[src/hw/rtl/sddcwd_pkg.sv]
// ----------------------------------------------------------------------------
// sddcwd_pkg
// Shared types and constants of the compressed drift detector word decoder.
// ----------------------------------------------------------------------------
package sddcwd_pkg;

   localparam int RAW_W     = 32;
   localparam int CSR_IDX_W = 8;
   localparam int CSR_DAT_W = 64;
   localparam int THR_N     = 24;   // board*2+side for boards 0..11
   localparam int THR_IDX_W = $clog2(THR_N);

   localparam logic [3:0] BOARD_NO_THR = 4'd12;   // boards from here on use zero

   // register indexes
   localparam logic [CSR_IDX_W-1:0] REG_ADC_ENCODED  = 8'd0;
   localparam logic [CSR_IDX_W-1:0] REG_THRESHOLDS_A = 8'd1;
   localparam logic [CSR_IDX_W-1:0] REG_THRESHOLDS_B = 8'd2;
   localparam logic [CSR_IDX_W-1:0] REG_THRESHOLDS_C = 8'd3;

   // control nibbles
   localparam logic [3:0] NIB_JITTER = 4'h8;
   localparam logic [3:0] NIB_EOM    = 4'hF;

   // result kinds
   localparam logic [1:0] KIND_DATA = 2'd0;
   localparam logic [1:0] KIND_EOM  = 2'd1;
   localparam logic [1:0] KIND_LINK = 2'd2;

   typedef struct packed {
      logic                  adc_encoded;
      logic [THR_N-1:0][7:0] thr;
   } cfg_type;

   typedef struct packed {
      logic [1:0] kind;
      logic [3:0] board_id;
      logic       side;
      logic [7:0] anode;
      logic [7:0] time_bin;
      logic [7:0] adc;      // low 8 bits of ADC, later ADC plus threshold
      logic [7:0] jitter;
   } item_type;

   typedef struct packed {
      logic [1:0] kind;
      logic [3:0] board_id;
      logic       side;
      logic [7:0] anode;
      logic [7:0] time_bin;
      logic [9:0] signal;
      logic [7:0] jitter;
   } result_type;

endpackage

[src/hw/rtl/sddcwd_csr.sv]
// ----------------------------------------------------------------------------
// sddcwd_csr
// Configuration registers: ADC mode and the packed per board/side thresholds.
// ----------------------------------------------------------------------------
module sddcwd_csr
   import sddcwd_pkg::*;
(
   input  logic                 clock,
   input  logic                 reset,
   input  logic                 csr_valid,
   output logic                 csr_ready,
   input  logic [CSR_IDX_W-1:0] csr_index,
   input  logic [CSR_DAT_W-1:0] csr_wdata,
   output cfg_type              cfg
);

   logic                 adc_encoded_ff;
   logic [CSR_DAT_W-1:0] thr_a_ff;
   logic [CSR_DAT_W-1:0] thr_b_ff;
   logic [CSR_DAT_W-1:0] thr_c_ff;

   assign csr_ready = 1'b1;

   always_ff @(posedge clock) begin
      if (reset) begin
         adc_encoded_ff <= 1'b0;
         thr_a_ff       <= '0;
         thr_b_ff       <= '0;
         thr_c_ff       <= '0;
      end else if (csr_valid) begin
         case (csr_index)
            REG_ADC_ENCODED:  adc_encoded_ff <= csr_wdata[0];
            REG_THRESHOLDS_A: thr_a_ff       <= csr_wdata;
            REG_THRESHOLDS_B: thr_b_ff       <= csr_wdata;
            REG_THRESHOLDS_C: thr_c_ff       <= csr_wdata;
            default: ;
         endcase
      end
   end

   // byte k of the concatenation is threshold index k
   assign cfg.adc_encoded = adc_encoded_ff;
   assign cfg.thr         = {thr_c_ff, thr_b_ff, thr_a_ff};

endmodule

[src/hw/rtl/sddcwd_unpack.sv]
// ----------------------------------------------------------------------------
// sddcwd_unpack
// Stage 1: classifies the raw word, unpacks data fields and the ADC value.
// Words that give no result are dropped here.
// ----------------------------------------------------------------------------
module sddcwd_unpack
   import sddcwd_pkg::*;
(
   input  logic             clock,
   input  logic             reset,
   input  logic             adc_encoded,
   input  logic             in_valid,
   output logic             in_ready,
   input  logic [RAW_W-1:0] raw_word,
   output logic             out_valid,
   input  logic             out_ready,
   output item_type         out_item
);

   logic     vld_ff, vld_in;
   item_type item_ff, item_in;
   logic     keep;
   logic [2:0] code;
   logic [7:0] mant;

   assign in_ready = !vld_ff || out_ready;

   always_comb begin
      code    = raw_word[2:0];
      mant    = {1'b0, raw_word[9:3]} & ((8'd1 << code) - 8'd1);
      item_in = '0;
      keep    = 1'b0;
      if (raw_word == '1) begin
         keep = 1'b0;   // header word
      end else if (raw_word[31:28] == NIB_EOM) begin
         keep             = 1'b1;
         item_in.kind     = KIND_EOM;
         item_in.board_id = raw_word[3:0];
      end else if (raw_word[31:28] == NIB_JITTER) begin
         keep           = 1'b1;
         item_in.kind   = KIND_LINK;
         item_in.jitter = raw_word[7:0];
      end else if (!raw_word[31]) begin
         item_in.kind     = KIND_DATA;
         item_in.board_id = raw_word[30:27];
         item_in.side     = raw_word[26];
         item_in.anode    = raw_word[25:18];
         item_in.time_bin = raw_word[17:10];
         if (adc_encoded) begin
            keep        = (code >= 3'd2);
            item_in.adc = mant + (8'd1 << code);
         end else begin
            keep        = 1'b1;
            item_in.adc = raw_word[7:0];   // only the low byte survives the sum
         end
      end
   end

   always_comb begin
      vld_in = vld_ff && !out_ready;
      if (in_valid && in_ready) vld_in = keep;
   end

   always_ff @(posedge clock) begin
      if (reset) begin
         vld_ff <= 1'b0;
      end else begin
         vld_ff <= vld_in;
      end
   end

   always_ff @(posedge clock) begin
      if (in_valid && in_ready) item_ff <= item_in;
   end

   assign out_valid = vld_ff;
   assign out_item  = item_ff;

endmodule

[src/hw/rtl/sddcwd_thr_add.sv]
// ----------------------------------------------------------------------------
// sddcwd_thr_add
// Stage 2: looks up the board/side threshold and adds it to the ADC byte.
// ----------------------------------------------------------------------------
module sddcwd_thr_add
   import sddcwd_pkg::*;
(
   input  logic     clock,
   input  logic     reset,
   input  cfg_type  cfg,
   input  logic     in_valid,
   output logic     in_ready,
   input  item_type in_item,
   output logic     out_valid,
   input  logic     out_ready,
   output item_type out_item
);

   logic     vld_ff;
   item_type item_ff, item_in;
   logic [THR_IDX_W-1:0] thr_idx;
   logic [7:0]           thr;

   assign in_ready = !vld_ff || out_ready;
   assign thr_idx  = {in_item.board_id, in_item.side};

   always_comb begin
      thr = 8'd0;
      if (in_item.board_id < BOARD_NO_THR) thr = cfg.thr[thr_idx];
      item_in     = in_item;
      item_in.adc = in_item.adc + thr;   // wraps mod 256
   end

   always_ff @(posedge clock) begin
      if (reset) begin
         vld_ff <= 1'b0;
      end else if (in_ready) begin
         vld_ff <= in_valid;
      end
   end

   always_ff @(posedge clock) begin
      if (in_valid && in_ready) item_ff <= item_in;
   end

   assign out_valid = vld_ff;
   assign out_item  = item_ff;

endmodule

[src/hw/rtl/sddcwd_expand.sv]
// ----------------------------------------------------------------------------
// sddcwd_expand
// Stage 3: piecewise 8-to-10-bit decompression into the output register.
// ----------------------------------------------------------------------------
module sddcwd_expand
   import sddcwd_pkg::*;
(
   input  logic       clock,
   input  logic       reset,
   input  logic       in_valid,
   output logic       in_ready,
   input  item_type   in_item,
   output logic       out_valid,
   input  logic       out_ready,
   output result_type out_result
);

   localparam logic [9:0] SEG1_ODD  = 10'h080;
   localparam logic [9:0] SEG1_EVEN = 10'h081;
   localparam logic [9:0] SEG2_ODD  = 10'h103;
   localparam logic [9:0] SEG2_EVEN = 10'h104;
   localparam logic [9:0] SEG3_ODD  = 10'h207;
   localparam logic [9:0] SEG3_EVEN = 10'h208;

   function automatic logic [9:0] expand8to10(input logic [7:0] v);
      logic [9:0] r;
      if (!v[7]) begin
         r = {3'b0, v[6:0]};
      end else if (!v[6]) begin
         r = (v[0] ? SEG1_ODD : SEG1_EVEN) + {3'b0, v[5:0], 1'b0};
      end else if (!v[5]) begin
         r = (v[0] ? SEG2_ODD : SEG2_EVEN) + {2'b0, v[4:0], 3'b0};
      end else begin
         r = (v[0] ? SEG3_ODD : SEG3_EVEN) + {1'b0, v[4:0], 4'b0};
      end
      return r;
   endfunction

   logic       vld_ff;
   result_type res_ff, res_in;

   assign in_ready = !vld_ff || out_ready;

   always_comb begin
      res_in.kind     = in_item.kind;
      res_in.board_id = in_item.board_id;
      res_in.side     = in_item.side;
      res_in.anode    = in_item.anode;
      res_in.time_bin = in_item.time_bin;
      res_in.jitter   = in_item.jitter;
      res_in.signal   = (in_item.kind == KIND_DATA) ? expand8to10(in_item.adc) : 10'd0;
   end

   always_ff @(posedge clock) begin
      if (reset) begin
         vld_ff <= 1'b0;
      end else if (in_ready) begin
         vld_ff <= in_valid;
      end
   end

   always_ff @(posedge clock) begin
      if (in_valid && in_ready) res_ff <= res_in;
   end

   assign out_valid  = vld_ff;
   assign out_result = res_ff;

endmodule

[src/hw/rtl/sdd_compressed_word_decoder_unit.sv]
// ----------------------------------------------------------------------------
// sdd_compressed_word_decoder_unit
// Decoder for the compressed drift detector raw word stream.
// ----------------------------------------------------------------------------
// Takes up to one 32-bit raw word per cycle and returns at most one decoded word:
// a data digit, an end of module marker or an end of link jitter word. The
// path is three register stages (unpack, threshold add, decompression and
// output register), and a new word is accepted every cycle while the output
// side keeps up. Each stage has its own valid bit and holds its data on a
// stall; headers, JTAG and unknown control words and words with a bad range
// code are dropped in the first stage. Configuration is written through the
// csr port, which is always ready.
module sdd_compressed_word_decoder_unit
   import sddcwd_pkg::*;
(
   input  logic                 clock,
   input  logic                 reset,
   input  logic                 req_valid,
   output logic                 req_ready,
   input  logic [RAW_W-1:0]     req_raw_word,
   output logic                 rsp_valid,
   input  logic                 rsp_ready,
   output logic [1:0]           rsp_word_kind,
   output logic [3:0]           rsp_board_id,
   output logic                 rsp_side,
   output logic [7:0]           rsp_anode,
   output logic [7:0]           rsp_time_bin,
   output logic [9:0]           rsp_signal,
   output logic [7:0]           rsp_jitter,
   input  logic                 csr_valid,
   output logic                 csr_ready,
   input  logic [CSR_IDX_W-1:0] csr_index,
   input  logic [CSR_DAT_W-1:0] csr_wdata
);

   cfg_type    cfg;
   logic       s1_valid, s1_ready;
   item_type   s1_item;
   logic       s2_valid, s2_ready;
   item_type   s2_item;
   result_type result;

   sddcwd_csr u_csr (
      .clock     (clock),
      .reset     (reset),
      .csr_valid (csr_valid),
      .csr_ready (csr_ready),
      .csr_index (csr_index),
      .csr_wdata (csr_wdata),
      .cfg       (cfg)
   );

   sddcwd_unpack u_unpack (
      .clock       (clock),
      .reset       (reset),
      .adc_encoded (cfg.adc_encoded),
      .in_valid    (req_valid),
      .in_ready    (req_ready),
      .raw_word    (req_raw_word),
      .out_valid   (s1_valid),
      .out_ready   (s1_ready),
      .out_item    (s1_item)
   );

   sddcwd_thr_add u_thr_add (
      .clock     (clock),
      .reset     (reset),
      .cfg       (cfg),
      .in_valid  (s1_valid),
      .in_ready  (s1_ready),
      .in_item   (s1_item),
      .out_valid (s2_valid),
      .out_ready (s2_ready),
      .out_item  (s2_item)
   );

   sddcwd_expand u_expand (
      .clock      (clock),
      .reset      (reset),
      .in_valid   (s2_valid),
      .in_ready   (s2_ready),
      .in_item    (s2_item),
      .out_valid  (rsp_valid),
      .out_ready  (rsp_ready),
      .out_result (result)
   );

   assign rsp_word_kind = result.kind;
   assign rsp_board_id  = result.board_id;
   assign rsp_side      = result.side;
   assign rsp_anode     = result.anode;
   assign rsp_time_bin  = result.time_bin;
   assign rsp_signal    = result.signal;
   assign rsp_jitter    = result.jitter;

endmodule
[config.mk]
export PLATFORM = sky130hd
export DESIGN_NAME = sdd_compressed_word_decoder_unit
export DESIGN_NICKNAME = d
export VERILOG_FILES = /design/src/hw/rtl/sddcwd_pkg.sv /design/src/hw/rtl/sddcwd_csr.sv /design/src/hw/rtl/sddcwd_unpack.sv /design/src/hw/rtl/sddcwd_thr_add.sv /design/src/hw/rtl/sddcwd_expand.sv /design/src/hw/rtl/sdd_compressed_word_decoder_unit.sv
export SDC_FILE = /design/constraint.sdc
export NUM_CORES = 1
export LEC_CHECK = 0
export BUFFER_PORTS_ARGS = -buffer_cell sky130_fd_sc_hd__buf_2
export CORE_UTILIZATION = 58
export DETAILED_ROUTE_END_ITERATION = 6
export PLACE_DENSITY = 0.79
export SKIP_LAST_GASP = 1
export SLEW_MARGIN = 40
export SYNTH_ARGS = -nofsm -noshare
export SYNTH_HDL_FRONTEND = slang
export SYNTH_SLANG_ARGS = --single-unit
[constraint.sdc]
create_clock -name clock -period 5.41 [get_ports clock]
set_input_delay 1.082 -clock clock [delete_from_list [all_inputs] [get_ports clock]]
set_output_delay 1.082 -clock clock [all_outputs]
set_load 0.02 [all_outputs]
# Yosys cells after proc, flatten, opt, wreduce, memory -nomap -nowiden
# Index checks and enable logic that the tools add are counted.
word_totals:
  input_bits: 109
  regBits: 315
  wordCells: 89
  out_inout_bits: 44
classes:
  n_mux: 20
  n_reduce_logical: 21
  n_shift: 1
  order_cmp: 3
  eq_ne: 6
  addsub: 6
  bitwise_logic: 2
op_table:
  columns: ["cell", "n"]
  rows:
  - ["$mux 29", 2]
  - ["$bmux 8 s5", 1]
  - ["$eq 32x32->1 const B", 1]
  - ["$mux 8", 3]
  - ["$mux 10", 2]
  - ["$add 8x8->8", 2]
  - ["$eq 8x2->1 const B", 2]
  - ["$add 10x7->10", 1]
  - ["$add 10x8->10", 1]
  - ["$add 10x9->10", 1]
  - ["$reduce_and 2->1", 5]
  - ["$and 7x8->8", 1]
  - ["$eq 4x4->1 const B", 2]
  - ["$eq 8x1->1 const B", 1]
  - ["$logic_not 8->1", 1]
  - ["$shl 1x3->8 const A", 1]
  - ["$sub 8x1->8 const B", 1]
  - ["$mux 1", 7]
  - ["$mux 7", 1]
  - ["$lt 5x6->1 const B", 1]
  - ["$mux 5", 1]
  - ["$logic_and 1x1->1", 4]
  - ["$logic_not 1->1", 4]
  - ["$lt 4x4->1 const B", 1]
  - ["10 further kinds", 12]

# Logic depth before layout (Yosys ltp)
logic_depth:
  word_depth: 8
  depth_mapped: 13
  depth_no_buf: 11

# Hierarchy
# A second synthesis with hierarchy kept.
unflattened:
  cells_unflattened: 1143
  area_unflattened_um2: 14611.5
modules_own_cells:
  columns: ["mod", "area_each_um2", "cells_each", "n_inst", "seq_area_each_um2"]
  rows:
  - ["sddcwd_csr", 7892.6, 701, 1, 3863.7]
  - ["sddcwd_thr_add", 3054.2, 187, 1, 1191.1]
  - ["sddcwd_unpack", 2084.5, 167, 1, 1191.1]
  - ["sddcwd_expand", 1580.3, 88, 1, 1251.2]

# Worst setup path before layout
# No wires, ideal clock.
synth_path:
  path_type: "input -> register"
  start: "in rsp_ready"
  end: "reg u_thr_add.item_ff (netlist bit u_thr_add.out_item[0]), enable pin"
  t_required_ns: 4.915
  stages: 2
  setup_slack_ns: 0.878
  setup_time_ns: 0.495
  t_arrival_ns: 4.037
  n_path_buf: 0
  cell_sequence: "nor2b_1 a21boi_0"
synth_via:
  elab_chain_len: 3
synth_rtl:
  columns: ["element", "line", "source"]
  rows:
  - ["start, declared", "sdd_compressed_word_decoder_unit.sv:22", "input logic rsp_ready,"]
  - ["$logic_or 1x1->1", "sddcwd_expand.sv:42", "assign in_ready = !vld_ff || out_ready;"]
  - ["$logic_or 1x1->1", "sddcwd_thr_add.sv:24", "assign in_ready = !vld_ff || out_ready;"]
  - ["$logic_and 1x1->1", "sddcwd_thr_add.sv:43", "if (in_valid && in_ready) item_ff <= item_in;"]
  - ["end signal, assigned", "sddcwd_thr_add.sv:43", null]
  - ["end, declared", "sddcwd_thr_add.sv:20", "item_type item_ff, item_in;"]
# No other way between the ends.
# A chain may end at the register's enable or synchronous reset.

==> results.ini <==
[worst_setup_path]
path_class=reg -> reg
worstPathRequired_ns=5.70
endpoint_kind=flip-flop
arrival_ns=4.44
startpoint_type=flip-flop
worstPathMaxFanout=33

[logic_synthesis]
syn_inst=1275
ys.flop_type=dfxtp_1
synth_compound_area_frac=0.106
synth_top_family_by_area=simple AND/OR/NAND/NOR gates
synth_fa_ha_area_frac=0.0120
synth_warnings=0
synthMuxAreaShare=0.105
synth.distinct_cells=56
synth-xor-area-share=0.00911
synth-simple-area-share=0.157
synth-seq-area-share=0.568
synth_nets=1396
avgSynthCellArea_sq_um=10.3
synthArstFlopShare=0
ys_ff_latch=315
syn_area_sq_mm=0.0132
synth_edf_count=119

[routing]
drt_first_pass_iters=7
wl_per_cell_um=18.6
wirelength_um=31600
drc=16
drt-initial-drc-count=830
ant_nets=0
drt-vias-per-instance=5.87
vias=9938

[grt]
grt_pass1_wl_um=50300
grt_max_degree=84
antenna_found_initial=2
grt_pass1_vias=9475
track_usage=0.273
overflow=0

[clocking]
cts_max_level=1
post_cts_buffers=0
clk_pin_slew_ns=0.06
tritoncts=done
worst_skew_pair.late_latency_ns=0.56
clock_path_buffers=3
ctsHoldBuffers=0
clock-sinks=315
cts_made_buffers=31
cts_root_buffer=clkbuf_16
cts.repair.resized=0

[sta]
worstMarginPinSlew_ns=0.788
min_period_over_period=0.767
worst_slack_ns=1.26
max_freq_ghz=0.241
setup_viol_count_final=0
rsz0062_at_grt=false
clock_skew_ns=0.0103
setup_tns_ns=0
drv_slew=0
finalHoldViolCount=0
slew_headroom=0.475
fin_crit_ns=4.15

[status]
status=finished, violations left
failed_checks=DRC

[finish]
final_nets=1510
area_growth_syn_to_layout_pct=14.5
diodes=0
drive_above_1_share=0.207
fillCellCount=1640
layout_common_cells=nand2_1 (398), a21oi_1 (207), dfxtp_1 (196)
final_common_cell=nand2_1

[placed_design]
gp_congestion=0.880
place_ws_ns=1.14
numPortBuffers=151
dp_hpwl_um=21300

[floorplan]
std_cell_rows=54
start_util=0.599
fp.dieW_um=153
coreArea_sq_mm=0.0220
ios=153
die_y_um=153
die_area_sq_mm=0.0233

[hold_path]
hold_path.class=reg -> reg

[power_and_ir_drop]
ir_drop_mv=0.257
power_leakage_nw=5.29
cellPowerDensity_mw_per_mm2=326

[flow_run]
maxCapViolCount=0

cell families after synthesis:
logic type      count (synthesis)
fa+ha+maj                      12
mux                            71
compound gates                257
other cells                     2
flops                         315
simple gates                  497
xor+xnor                       12
buf+inv                       109
path summary, 6_finish.rpt:
check	slack (ns)	startpoint	depth (start not counted)	endpoint
max	1.26	u_unpack.out_item[32]	12	u_thr_add.out_item[15]
min	0.42	u_thr_add.out_item[23]	0	u_expand.out_result[25]
max reg2reg	1.26	u_unpack.out_item[32]	12	u_thr_add.out_item[15]
min reg2reg	0.42	u_thr_add.out_item[23]	0	u_expand.out_result[25]
final cells by class:
class / instances / area (sq um) / share of cell area
sequential: 315 / 7500 / 0.497
multi-input combinational: 851 / 5190 / 0.344
clock buffer: 43 / 906 / 0.0600
timing repair buffer: 172 / 983 / 0.0651
tap: 280 / 350 / 0.0232
clock inverter: 14 / 106 / 0.00704
inverter: 18 / 67.6 / 0.00448
flip-flops by register name (all words and copies together), names as in the netlist:
name and flops:
u_csr.thr_c_ff 64, u_csr.adc_encoded_ff 1, u_expand.out_valid 1, u_unpack.out_valid 1, u_csr.thr_b_ff 64, u_thr_add.out_item 39
u_csr.thr_a_ff 64, u_thr_add.out_valid 1, u_expand.out_result 41, u_unpack.out_item 39
critical path, stage by stage (launching register included):
cell	delay (ns)
edfxtp_1	0.56
buf_8	0.20
buf_12	0.25
buf_4	0.23
mux4_2	0.55
mux4_2	0.48
inv_1	0.07
o22ai_1	0.12
ha_1	0.36
o21ai_0	0.09
a21oi_1	0.08
o41ai_1	0.45
xor3_1	0.40
cells in the mapped netlist, types with 4 or more instances:
cell | number | area (sq um)
xor2_1 | 4 | 35.0
nor2_1 | 24 | 90.1
inv_1 | 18 | 67.6
nand3_1 | 8 | 40.0
nor2b_1 | 23 | 144
buf_4 | 10 | 75.1
buf_1 | 5 | 18.8
clkbuf_1 | 57 | 214
buf_6 | 12 | 135
o21ai_0 | 8 | 40.0
nand3b_1 | 4 | 30.0
nand4_1 | 9 | 56.3
mux2i_1 | 17 | 170
a21oi_1 | 207 | 1040
buf_2 | 7 | 35.0
dfxtp_1 | 196 | 3920
xnor2_1 | 7 | 61.3
mux4_2 | 54 | 1220
a211oi_1 | 5 | 37.5
ha_1 | 11 | 138
nand2_1 | 398 | 1490
o22ai_1 | 7 | 43.8
a21o_1 | 4 | 30.0
edfxtp_1 | 119 | 3570
nand2b_1 | 5 | 31.3
and2_1 | 10 | 62.6
a21boi_0 | 4 | 30.0
layer usage:
layer / GRT usage / wire [um]
met1: 0.360 / 12500
met2: 0.467 / 15600
met3: 0.0344 / 2400
met4: 0.0948 / 1010
met5: 0 / 13
power breakdown:
part	internal (mW)	leakage, nW	total (mW)	switching, mW
sequential	2.51	2.68	2.54	0.0266
clock	1.22	0.516	2.11	0.892
combinational	0.107	2.10	0.276	0.169
total	3.83	5.29	4.92	1.09
per-stage QoR:
| step | utilization | hold slack [ns] | total power, mW | instances | area [sq um] |
|---|---|---|---|---|---|
| after floorplan | - | 0.400 | 2.73 | 1275 | 13200 |
| after global placement | 0.635 | 0.401 | 2.85 | 1632 | 14000 |
| after detailed placement | 0.638 | 0.405 | 2.86 | 1634 | 14100 |
| after CTS | 0.684 | 0.418 | 4.95 | 1691 | 15100 |
| after global routing | 0.685 | 0.423 | 5.07 | 1693 | 15100 |
| final | 0.685 | 0.417 | 4.92 | 1693 | 15100 |
(Power assumes the default switching activity.)
